File: config.mk
export PLATFORM = sky130hd
export DESIGN_NAME = brute_force_substring_search_top
export DESIGN_NICKNAME = d
export VERILOG_FILES = /design/src/rtl/bfss_pkg.sv /design/src/rtl/bfss_front.sv /design/src/rtl/bfss_engine.sv /design/src/rtl/brute_force_substring_search_top.sv
export SDC_FILE = /design/constraint.sdc
export NUM_CORES = 2
export LEC_CHECK = 0
export BUFFER_PORTS_ARGS = -buffer_cell sky130_fd_sc_hd__buf_2
export CORE_UTILIZATION = 29
export DETAILED_ROUTE_END_ITERATION = 16
export PLACE_DENSITY = 0.43
export SLEW_MARGIN = 0
export SYNTH_ARGS = -nofsm -noshare
export SYNTH_HDL_FRONTEND = slang
export SYNTH_MEMORY_MAX_BITS = 65536
export SYNTH_SLANG_ARGS = --single-unit
File: constraint.sdc
create_clock -name clk_i -period 7.15 [get_ports clk_i]
set_input_delay 1.43 -clock clk_i [delete_from_list [all_inputs] [get_ports clk_i]]
set_output_delay 1.43 -clock clk_i [all_outputs]
set_load 0.05 [all_outputs]
File: src/rtl/bfss_pkg.sv
`timescale 1ns / 1ps
package bfss_pkg;

  localparam int unsigned MAX_LEN_DEFAULT = 256;
  localparam int unsigned OPCODE_W        = 2;
  localparam int unsigned CHAR_W          = 8;
  localparam int unsigned QUEUE_DEPTH     = 2;
  localparam int unsigned QUEUE_PTR_W     = 1;
  localparam int unsigned QUEUE_CNT_W     = 2;

  typedef enum logic [OPCODE_W-1:0] {
    CMD_PATTERN = 2'd0,
    CMD_TEXT    = 2'd1,
    CMD_SEARCH  = 2'd2
  } bfss_cmd_e;

  typedef struct packed {
    bfss_cmd_e         kind;
    logic [CHAR_W-1:0] char_value;
  } bfss_item_t;

  typedef enum logic [2:0] {
    ST_IDLE,
    ST_SETUP,
    ST_READ,
    ST_CMP,
    ST_DONE
  } bfss_state_e;

endpackage

File: src/rtl/bfss_front.sv
`timescale 1ns / 1ps
module bfss_front (
  input  logic                           clk_i,
  input  logic                           rst_ni,
  input  logic                           start,
  output logic                           busy,
  input  logic [bfss_pkg::OPCODE_W-1:0]  opcode_i,
  input  logic [bfss_pkg::CHAR_W-1:0]    char_value_i,
  output bfss_pkg::bfss_item_t           item_o,
  output logic                           item_valid_o,
  input  logic                           item_pop_i
);
  import bfss_pkg::*;

  bfss_item_t             entry_q [QUEUE_DEPTH];
  logic [QUEUE_PTR_W-1:0] wr_ptr_q, wr_ptr_d;
  logic [QUEUE_PTR_W-1:0] rd_ptr_q, rd_ptr_d;
  logic [QUEUE_CNT_W-1:0] cnt_q, cnt_d;
  logic                   known_op;
  logic                   push;
  logic                   pop;
  bfss_item_t             new_item;

  // classify the opcode; the unused code is dropped here and never queued
  always_comb begin
    new_item.char_value = char_value_i;
    new_item.kind       = CMD_PATTERN;
    known_op            = 1'b1;
    case (opcode_i)
      CMD_PATTERN: new_item.kind = CMD_PATTERN;
      CMD_TEXT:    new_item.kind = CMD_TEXT;
      CMD_SEARCH:  new_item.kind = CMD_SEARCH;
      default:     known_op      = 1'b0;
    endcase
  end

  assign busy         = (cnt_q == QUEUE_CNT_W'(QUEUE_DEPTH));
  assign push         = start && !busy && known_op;
  assign item_valid_o = (cnt_q != '0);
  assign pop          = item_pop_i && item_valid_o;
  assign item_o       = entry_q[rd_ptr_q];

  always_comb begin
    wr_ptr_d = push ? wr_ptr_q + QUEUE_PTR_W'(1) : wr_ptr_q;
    rd_ptr_d = pop ? rd_ptr_q + QUEUE_PTR_W'(1) : rd_ptr_q;
    cnt_d    = cnt_q;
    if (push && !pop) begin
      cnt_d = cnt_q + QUEUE_CNT_W'(1);
    end else if (pop && !push) begin
      cnt_d = cnt_q - QUEUE_CNT_W'(1);
    end
  end

  always_ff @(posedge clk_i or negedge rst_ni) begin
    if (!rst_ni) begin
      wr_ptr_q <= '0;
      rd_ptr_q <= '0;
      cnt_q    <= '0;
    end else begin
      wr_ptr_q <= wr_ptr_d;
      rd_ptr_q <= rd_ptr_d;
      cnt_q    <= cnt_d;
    end
  end

  always_ff @(posedge clk_i) begin
    if (push) begin
      entry_q[wr_ptr_q] <= new_item;
    end
  end

endmodule

File: src/rtl/bfss_engine.sv
`timescale 1ns / 1ps
module bfss_engine #(
  parameter int unsigned MAX_LEN = bfss_pkg::MAX_LEN_DEFAULT
) (
  input  logic                         clk_i,
  input  logic                         rst_ni,
  input  bfss_pkg::bfss_item_t         item_i,
  input  logic                         item_valid_i,
  output logic                         item_pop_o,
  input  logic [bfss_pkg::CHAR_W-1:0]  start_position_i,
  output logic                         result_valid_o,
  output logic                         found_o,
  output logic [bfss_pkg::CHAR_W-1:0]  match_position_o,
  output logic                         truncated_o
);
  import bfss_pkg::*;

  localparam int unsigned IW = $clog2(MAX_LEN);
  localparam int unsigned CW = $clog2(MAX_LEN + 1);
  localparam int unsigned PW = (CW > CHAR_W) ? CW : CHAR_W;
  localparam int unsigned SW = PW + 1;

  logic [CHAR_W-1:0] pat_mem [MAX_LEN];
  logic [CHAR_W-1:0] txt_mem [MAX_LEN];
  logic [CHAR_W-1:0] pat_rd_q, txt_rd_q;

  bfss_state_e       state_q, state_d;
  logic [PW-1:0]     p_q, p_d;
  logic [IW-1:0]     k_q, k_d;
  logic [CW-1:0]     pcnt_q, pcnt_d;
  logic [CW-1:0]     tcnt_q, tcnt_d;
  logic              rst_pat_q, rst_pat_d;
  logic              rst_txt_q, rst_txt_d;
  logic              ovf_q, ovf_d;
  logic              rvalid_q, rvalid_d;
  logic              found_q, found_d;
  logic [CHAR_W-1:0] pos_q, pos_d;
  logic              trunc_q, trunc_d;

  logic              pat_we, txt_we;
  logic [IW-1:0]     wr_addr;
  logic [CW-1:0]     base_cnt;
  logic [SW-1:0]     win_end;
  logic [SW-1:0]     next_end;
  logic [SW-1:0]     rd_sum;
  logic [IW-1:0]     pat_raddr, txt_raddr;

  assign rd_sum    = SW'(p_q) + SW'(k_q);
  assign txt_raddr = rd_sum[IW-1:0];
  assign pat_raddr = k_q;
  assign win_end   = SW'(p_q) + SW'(pcnt_q);
  assign next_end  = win_end + SW'(1);

  always_comb begin
    state_d    = state_q;
    p_d        = p_q;
    k_d        = k_q;
    pcnt_d     = pcnt_q;
    tcnt_d     = tcnt_q;
    rst_pat_d  = rst_pat_q;
    rst_txt_d  = rst_txt_q;
    ovf_d      = ovf_q;
    rvalid_d   = 1'b0;
    found_d    = found_q;
    pos_d      = pos_q;
    trunc_d    = trunc_q;
    item_pop_o = 1'b0;
    pat_we     = 1'b0;
    txt_we     = 1'b0;
    base_cnt   = '0;
    wr_addr    = '0;

    case (state_q)
      ST_IDLE: begin
        if (item_valid_i) begin
          item_pop_o = 1'b1;
          case (item_i.kind)
            CMD_PATTERN: begin
              base_cnt  = rst_pat_q ? '0 : pcnt_q;
              wr_addr   = base_cnt[IW-1:0];
              rst_pat_d = 1'b0;
              pcnt_d    = base_cnt;
              if (base_cnt < CW'(MAX_LEN)) begin
                pat_we = 1'b1;
                pcnt_d = base_cnt + CW'(1);
              end else begin
                ovf_d = 1'b1;
              end
            end
            CMD_TEXT: begin
              base_cnt  = rst_txt_q ? '0 : tcnt_q;
              wr_addr   = base_cnt[IW-1:0];
              rst_txt_d = 1'b0;
              tcnt_d    = base_cnt;
              if (base_cnt < CW'(MAX_LEN)) begin
                txt_we = 1'b1;
                tcnt_d = base_cnt + CW'(1);
              end else begin
                ovf_d = 1'b1;
              end
            end
            CMD_SEARCH: begin
              p_d     = PW'(start_position_i);
              state_d = ST_SETUP;
            end
            default: ;
          endcase
        end
      end
      ST_SETUP: begin
        k_d = '0;
        if (pcnt_q == '0) begin
          // empty pattern matches at the start position
          found_d = 1'b1;
          pos_d   = p_q[CHAR_W-1:0];
          state_d = ST_DONE;
        end else if (win_end > SW'(tcnt_q)) begin
          found_d = 1'b0;
          pos_d   = '0;
          state_d = ST_DONE;
        end else begin
          state_d = ST_READ;
        end
      end
      ST_READ: begin
        state_d = ST_CMP;
      end
      ST_CMP: begin
        if (txt_rd_q == pat_rd_q) begin
          if (CW'(k_q) + CW'(1) == pcnt_q) begin
            found_d = 1'b1;
            pos_d   = p_q[CHAR_W-1:0];
            state_d = ST_DONE;
          end else begin
            k_d     = k_q + IW'(1);
            state_d = ST_READ;
          end
        end else begin
          // slide the window on by one
          p_d = p_q + PW'(1);
          k_d = '0;
          if (next_end > SW'(tcnt_q)) begin
            found_d = 1'b0;
            pos_d   = '0;
            state_d = ST_DONE;
          end else begin
            state_d = ST_READ;
          end
        end
      end
      ST_DONE: begin
        rvalid_d  = 1'b1;
        trunc_d   = ovf_q;
        ovf_d     = 1'b0;
        rst_pat_d = 1'b1;
        rst_txt_d = 1'b1;
        state_d   = ST_IDLE;
      end
      default: state_d = ST_IDLE;
    endcase
  end

  always_ff @(posedge clk_i or negedge rst_ni) begin
    if (!rst_ni) begin
      state_q   <= ST_IDLE;
      p_q       <= '0;
      k_q       <= '0;
      pcnt_q    <= '0;
      tcnt_q    <= '0;
      rst_pat_q <= 1'b1;
      rst_txt_q <= 1'b1;
      ovf_q     <= 1'b0;
      rvalid_q  <= 1'b0;
    end else begin
      state_q   <= state_d;
      p_q       <= p_d;
      k_q       <= k_d;
      pcnt_q    <= pcnt_d;
      tcnt_q    <= tcnt_d;
      rst_pat_q <= rst_pat_d;
      rst_txt_q <= rst_txt_d;
      ovf_q     <= ovf_d;
      rvalid_q  <= rvalid_d;
    end
  end

  always_ff @(posedge clk_i) begin
    found_q <= found_d;
    pos_q   <= pos_d;
    trunc_q <= trunc_d;
  end

  always_ff @(posedge clk_i) begin
    if (pat_we) begin
      pat_mem[wr_addr] <= item_i.char_value;
    end
    pat_rd_q <= pat_mem[pat_raddr];
  end

  always_ff @(posedge clk_i) begin
    if (txt_we) begin
      txt_mem[wr_addr] <= item_i.char_value;
    end
    txt_rd_q <= txt_mem[txt_raddr];
  end

  assign result_valid_o   = rvalid_q;
  assign found_o          = found_q;
  assign match_position_o = pos_q;
  assign truncated_o      = trunc_q;

endmodule

File: src/rtl/brute_force_substring_search_top.sv
`timescale 1ns / 1ps
// Substring search over a stored pattern and text of up to MAX_LEN bytes each. Pattern and
// text bytes (opcode 0 and 1) go through a two-entry command queue; while no search is
// running, a stream of bytes is taken at one per cycle. A search (opcode 2) tries each
// window from start_position on and compares one byte pair at a time, as each
// comparison waits for the registered read of both byte stores (state READ, then CMP). busy
// rises while the queue is full. Each search gives one result, shown for exactly one cycle
// with result_valid_o; the receiver cannot stall it. start_position may be written only
// while the block is idle.
module brute_force_substring_search_top #(
  parameter int unsigned MAX_LEN = bfss_pkg::MAX_LEN_DEFAULT
) (
  input  logic                         clk_i,
  input  logic                         rst_ni,
  input  logic                         start,
  output logic                         busy,
  input  logic [bfss_pkg::OPCODE_W-1:0] opcode_i,
  input  logic [bfss_pkg::CHAR_W-1:0]  char_value_i,
  input  logic                         cfg_valid_i,
  output logic                         cfg_ready_o,
  input  logic [bfss_pkg::CHAR_W-1:0]  cfg_start_position_i,
  output logic                         result_valid_o,
  output logic                         found_o,
  output logic [bfss_pkg::CHAR_W-1:0]  match_position_o,
  output logic                         truncated_o
);
  import bfss_pkg::*;

  bfss_item_t        item;
  logic              item_valid;
  logic              item_pop;
  logic [CHAR_W-1:0] start_pos_q;

  assign cfg_ready_o = 1'b1;

  always_ff @(posedge clk_i or negedge rst_ni) begin
    if (!rst_ni) begin
      start_pos_q <= '0;
    end else if (cfg_valid_i && cfg_ready_o) begin
      start_pos_q <= cfg_start_position_i;
    end
  end

  bfss_front u_front (
    .clk_i        (clk_i),
    .rst_ni       (rst_ni),
    .start        (start),
    .busy         (busy),
    .opcode_i     (opcode_i),
    .char_value_i (char_value_i),
    .item_o       (item),
    .item_valid_o (item_valid),
    .item_pop_i   (item_pop)
  );

  bfss_engine #(
    .MAX_LEN (MAX_LEN)
  ) u_engine (
    .clk_i            (clk_i),
    .rst_ni           (rst_ni),
    .item_i           (item),
    .item_valid_i     (item_valid),
    .item_pop_o       (item_pop),
    .start_position_i (start_pos_q),
    .result_valid_o   (result_valid_o),
    .found_o          (found_o),
    .match_position_o (match_position_o),
    .truncated_o      (truncated_o)
  );

`ifndef NO_ASSERTIONS
  // a search passes through SETUP and DONE before its result, so results never come back to back
  assert property (@(posedge clk_i) disable iff (!rst_ni)
    result_valid_o |=> !result_valid_o)
    else $error("result strobe held for more than one cycle");

  assert property (@(posedge clk_i) disable iff (!rst_ni)
    (result_valid_o && !found_o) |-> (match_position_o == '0))
    else $error("miss reported with a nonzero position");

  // nothing leaves the queue unless something is in it
  assert property (@(posedge clk_i) disable iff (!rst_ni)
    item_pop |-> item_valid)
    else $error("queue popped while empty");
`endif

endmodule
## After elaboration in Yosys (flattened, before gate mapping)

Memory sizes are Yosys's and may differ from the RTL's. A register that Yosys moved wholly into a read port is not among the register bits.
Cells that the tools add are included.

- Reduce and logical (&&, ||, !) cells: 27
- Muxes and demuxes: 66
- $lt $le $gt $ge: 4
- Equality and inequality tests: 23
- Add/sub/neg operators: 12

Operators with widths:

| operator | number |
|---|---|
| 8-bit 2-to-1 mux | 9 |
| 9-bit 2-to-1 mux | 7 |
| 8-bit one-hot mux with 2 select lines | 3 |
| 1-bit 2-to-1 mux | 30 |
| 9-bit by 1-bit adder with 9-bit output, second input constant | 3 |
| 3-bit 2-to-1 mux | 7 |
| 10-bit by 9-bit greater-than comparator with 1-bit output | 2 |
| 9-bit less-than comparator, second input constant | 2 |
| 9-bit one-hot mux with 2 select lines | 1 |
| 3-bit != test, second input constant | 5 |
| 3-bit one-hot mux with 4 select lines | 1 |
| 3-bit AND reduction | 4 |
| 10-bit by 1-bit adder with 10-bit output, second input constant | 1 |
| 9-bit by 9-bit adder with 10-bit output | 1 |
| 1-bit one-hot mux with 2 select lines | 5 |
| 2-bit nonzero test | 5 |
| 8-bit by 1-bit adder with 9-bit output, second input constant | 1 |
| 9-bit equality test | 1 |
| 9-bit logical NOT | 1 |
| 8-bit by 1-bit adder with 8-bit output, second input constant | 1 |
| 8-bit adder | 1 |
| 8-bit equality test | 1 |
| 2-bit != test, second input constant | 4 |
| 4-bit AND reduction | 2 |
| 19 further kinds | 34 |

- Logic and storage cells: 151
- Bits in writable memories: 4,116
- Flip-flop bits (word level): 64
- Memories kept: 3

Memories:

| memory | words | bits a word | rd ports | clocked after Yosys merged registers in | wr ports | line | text |
|---|---|---|---|---|---|---|---|
| u_engine.pat_mem | 256 | 8 | 1 | 1 | 1 | bfss_engine.sv:23 | `logic [CHAR_W-1:0] pat_mem [MAX_LEN];` |
| u_engine.txt_mem | 256 | 8 | 1 | 1 | 1 | bfss_engine.sv:24 | `logic [CHAR_W-1:0] txt_mem [MAX_LEN];` |
| u_front.entry_q | 2 | 10 | 1 | 0 | 1 | bfss_front.sv:15 | `bfss_item_t entry_q [QUEUE_DEPTH];` |

## Depth between registers and ports, before layout

- Depth in word-level cells: 8
- Gate-level depth with buffers: 16
- Gate-level depth less buffers: 16

## Hierarchy

From an unflattened synthesis, not the netlist that was laid out.

- Cells, all modules: 7,679
- Area, all modules: 164,406.4 um^2

Modules (own cells, without submodules):

| module | cells each | instances | area an instance (um^2) |
|---|---|---|---|
| bfss_engine | 7,607 | 1 | 163,102.7 |
| bfss_front | 53 | 1 | 960.9 |
| brute_force_substring_search_top | 19 | 1 | 342.8 |

## Least setup slack after synthesis

No wires, ideal clock.

- Kind: reg2reg
- Start point: reg u_front.rd_ptr_q
- End point: mem u_engine.pat_mem[0][0], data pin
- Setup time: 0.911 ns
- Path buffers: 1
- Period minus slack after synthesis: 5.256 ns
- Required time: 6.239 ns
- Data arrival time: 4.345 ns
- Cell stages (with the launch flop): 3
- Slack: 1.894 ns
- Path through: dfrtp_1 > buf_1 > mux2_2

RTL lines:

| element | line | text |
|---|---|---|
| start: declaration | bfss_front.sv:17 | `logic [QUEUE_PTR_W-1:0] rd_ptr_q, rd_ptr_d;` |
| start signal: assignment | bfss_front.sv:61 | `rd_ptr_q <= rd_ptr_d;` |
| end: declaration | bfss_engine.sv:23 |  |

## Worst setup path after layout

- Start point: reg u_front.rd_ptr_q
- End point: mem u_engine.txt_mem[226][4], enable pin

- Longest elaborated chain between the ends: 7

RTL lines:

| element | line | text |
|---|---|---|
| memory 2 x 10 bit (*) | -- |  |
| 2-bit by 1-bit equality test with 1-bit output | bfss_engine.sv:77 | `case (item_i.kind)` |
| 1-bit 2-to-1 mux | bfss_engine.sv:77 |  |
| 1-bit 2-to-1 mux | bfss_engine.sv:75 | `if (item_valid_i) begin` |
| 1-bit 2-to-1 mux | bfss_engine.sv:73 | `case (state_q)` |
| 1-bit 2-to-1 mux | bfss_engine.sv:201 | `if (txt_we) begin` |
| 1-bit 2-to-1 mux (not written as such) | bfss_engine.sv:202 | `txt_mem[wr_addr] <= item_i.char_value;` |
| end: declaration | bfss_engine.sv:24 |  |

Every way passes the cells marked *; elsewhere a longest branch is shown, timed or not.

==> results.sh <==
export IMPL_status="finished, final reports clean"
export IMPL_met3_wirelength_um=24700
export IMPL_gr_total_overflow=0
export IMPL_ios=35
export IMPL_top_layer_used="met4"
export IMPL_hp_class="flop to flop"
export IMPL_drv_slew=0
export IMPL_finalCritPeriodShare_pct=76.6
export IMPL_cap_violations=0
export IMPL_ys_ff_latch=4196
export IMPL_track_usage_pct=16.2
export IMPL_route_detailed_drc=0
export IMPL_finalSetupViolCount=0
export IMPL_worst_slew_pin_slew_ns=1.24
export IMPL_fp_dieW_um=754
export IMPL_final_antenna_net_count=0
export IMPL_gp_congestion=0.804
export IMPL_drive_above_1_share_pct=26.3
export IMPL_hpwlAfterDp_um=277000
export IMPL_clkSlewWorstSetupHoldPaths_ns=0.06
export IMPL_dp_cells=14818
export IMPL_peakVddDrop_uv=347
export IMPL_die_area_mm2=0.569
export IMPL_yosysUniqueCellTypes=68
export IMPL_rsz0062_at_grt="false"
export IMPL_grt_pass1_vias=81435
export IMPL_syn_nets=7653
export IMPL_criticalPathCategory="flop to flop"
export IMPL_tritoncts="built"
export IMPL_firstDrtPassIters=5
export IMPL_vias=78228
export IMPL_min_period_ns=5.48
export IMPL_finClkSkew_ns=0.0543
export IMPL_drt_iter0_drc=7785
export IMPL_instances_no_fill=15632
export IMPL_avgSynthCellArea_um2=21.6
export IMPL_htree_levels=5
export IMPL_arrival_ns=6.09
export IMPL_cts_sinks=4196
export IMPL_area_growth_pct=14.9
export IMPL_grt_pass1_wl_um=664000
export IMPL_row_count=275
export IMPL_start_util_pct=29.2
export IMPL_ctsHoldBuffers=0
export IMPL_cts_root_buffer_cell="clkbuf_16"
export IMPL_synthFlopType="edfxtp_1"
export IMPL_async_reset_ff_share_pct=1.29
export IMPL_p_leak_nw=56.0
export IMPL_worstSetupEndpointType="flop"
export IMPL_antenna_found_initial=18
export IMPL_worstPathMaxFanout=16
export IMPL_timing_fmax_ghz=0.182
export IMPL_hold_viol_final=0
export IMPL_portBuffers=33
export IMPL_cts_buffer_depth=4
export IMPL_yosysWarnings=0
export IMPL_slew_headroom_pct=17.1
export IMPL_synth_edf_count=4126
export IMPL_nets=7842
export IMPL_yosysSeqAreaShare_pct=76.6
export IMPL_avgRoutedWirePerCell_um=30.2
export IMPL_core_mm2=0.562
export IMPL_syn_cell_area_mm2=0.164
export IMPL_met2_length_um=230000
export IMPL_die_h_um=754
export IMPL_m1WireLength_um=206000
export IMPL_p_per_area_mw_per_mm2=359
export IMPL_crit_required_ns=7.76
export IMPL_syn_inst=7589
export IMPL_cp_start_kind="flop"
export IMPL_grt_max_degree=155
export IMPL_cts_buffers=437
export IMPL_clk_latency_ns=1.01
export IMPL_timing_setup_tns_ns=0
export IMPL_wl_um=472000
export IMPL_viasPerCell=5.00
export IMPL_ctsResizeCount=0
export IMPL_postCtsSetupBuffers=0
-- report_power, final --
part	leakage [nW]	internal (mW)	switching (mW)
combinational	11.0	4.32	9.85
clock	7.06	13.4	9.85
sequential	37.9	30.0	0.280
total	56.0	47.7	20.0
-- per-stage QoR --
| stage | total power [mW] | utilization [%] | setup slack [ns] | hold WS, ns | area, um2 |
|---|---|---|---|---|---|
| finish | 67.7 | 33.5 | 1.67 | 0.478 | 188000 |
| global route | 70.0 | 33.5 | 1.23 | 0.483 | 188000 |
| CTS | 68.6 | 33.5 | 1.55 | 0.484 | 188000 |
| detailed placement | 45.4 | 30.9 | 1.58 | 0.463 | 174000 |
| global placement | 45.3 | 30.9 | 1.59 | 0.458 | 174000 |
| floorplan | 39.2 | - | 1.89 | 0.426 | 164000 |
-- synthesized netlist by cell type (16+ instances only) --
| master | instances | share of area [%] |
|---|---|---|
| a21oi_1 | 27 | 0.082 |
| a22oi_1 | 17 | 0.078 |
| a31oi_1 | 25 | 0.095 |
| a32o_1 | 35 | 0.21 |
| a32oi_1 | 33 | 0.18 |
| buf_1 | 43 | 0.098 |
| buf_2 | 125 | 0.38 |
| clkbuf_1 | 272 | 0.62 |
| dfrtp_1 | 52 | 0.79 |
| dfxtp_1 | 16 | 0.20 |
| edfxtp_1 | 4126 | 76 |
| ha_1 | 40 | 0.31 |
| inv_1 | 32 | 0.073 |
| mux2_2 | 58 | 0.40 |
| mux2i_1 | 79 | 0.48 |
| mux4_2 | 1191 | 16 |
| nand2_1 | 297 | 0.68 |
| nand3_1 | 128 | 0.39 |
| nand4_1 | 29 | 0.11 |
| nor2_1 | 590 | 1.4 |
| nor2b_1 | 17 | 0.065 |
| nor3_1 | 36 | 0.11 |
| o21ai_0 | 102 | 0.31 |
| xnor2_1 | 31 | 0.17 |
-- cell type report --
class	instances	area [um2]
repair buffers	198	1930
clock buffers	518	11400
flip-flops and latches	4196	126000
inverters	32	120
diodes	6	15.0
fillers	52290	373000
multi-input cells	2913	36900
well taps	7479	9360
clock inverters	290	3130
-- logic make-up (layout without fill, tap and decap cells) --
logic type               after synthesis  after routing  synth area share [%]
AO/OA/AOI/OAI                        353            353                  1.51
other                                  1              7               0.00229
multiplexers                        1328           1328                  17.2
adder cells (fa/ha/maj)               42             42                 0.330
XOR/XNOR                              43             43                 0.230
flip-flops                          4196           4196                  76.6
AND/OR/NAND/NOR                     1146           1146                  2.91
buffers and inverters                480           1038                  1.22
-- cells in the final DEF (no fill, tap or decap), types with 26 or more instances in the layout --
master      count
mux2i_1        79
mux2_2         50
inv_1          32
o21ai_0       102
buf_2          33
a32oi_1        33
nand4_1        29
xnor2_1        28
nand2_1       279
clkinv_1       94
dfrtp_1        46
clkinvlp_4     26
edfxtp_1     4126
a32o_1         35
bufinv_16      54
mux4_2       1191
buf_4         123
clkbuf_1       69
nor2_1        587
clkinv_2       78
nor3_1         34
nand3_1       128
ha_1           39
clkbuf_16     443
buf_12         42
-- registers in the layout, summed over array words and instances, names as in the netlist, 9 cells and up --
name	count
u_engine.txt_mem	2048
u_engine.pcnt_q	9
u_front.entry_q	20
u_engine.p_q	9
u_engine.pat_mem	2048
u_engine.tcnt_q	9
-- layer usage --
layer | global-route usage (%) | vias up
met4 | 3.86 | 0
met1 | 22.8 | 43037
met2 | 26.8 | 2446
met3 | 2.14 | 569
met5 | 0 | -
li1 | - | 32176
-- worst paths after layout --
path	startpoint	to	slack [ns]	cells past startpoint
hold / removal	u_engine.ovf_q	u_engine.truncated_o	0.48	0
max in group asynchronous	rst_ni	u_engine.k_q[4]	5.95	2
min in group asynchronous	rst_ni	start_pos_q[2]	0.55	2
setup / recovery	u_front.rd_ptr_q	u_engine.txt_mem[226][4]	1.67	7
hold reg to reg	u_engine.ovf_q	u_engine.truncated_o	0.48	0
setup reg to reg	u_front.rd_ptr_q	u_engine.txt_mem[226][4]	1.67	7
-- critical path, cell delays in order (launching register included) --
cell	delay [ns]
dfrtp_1	0.95
mux2i_1	0.79
nand3_1	0.48
nor2_1	0.50
a32oi_1	0.18
nor2_1	0.63
nand2_1	0.73
nor2_1	0.79
Power figures use the tool's default switching activity.
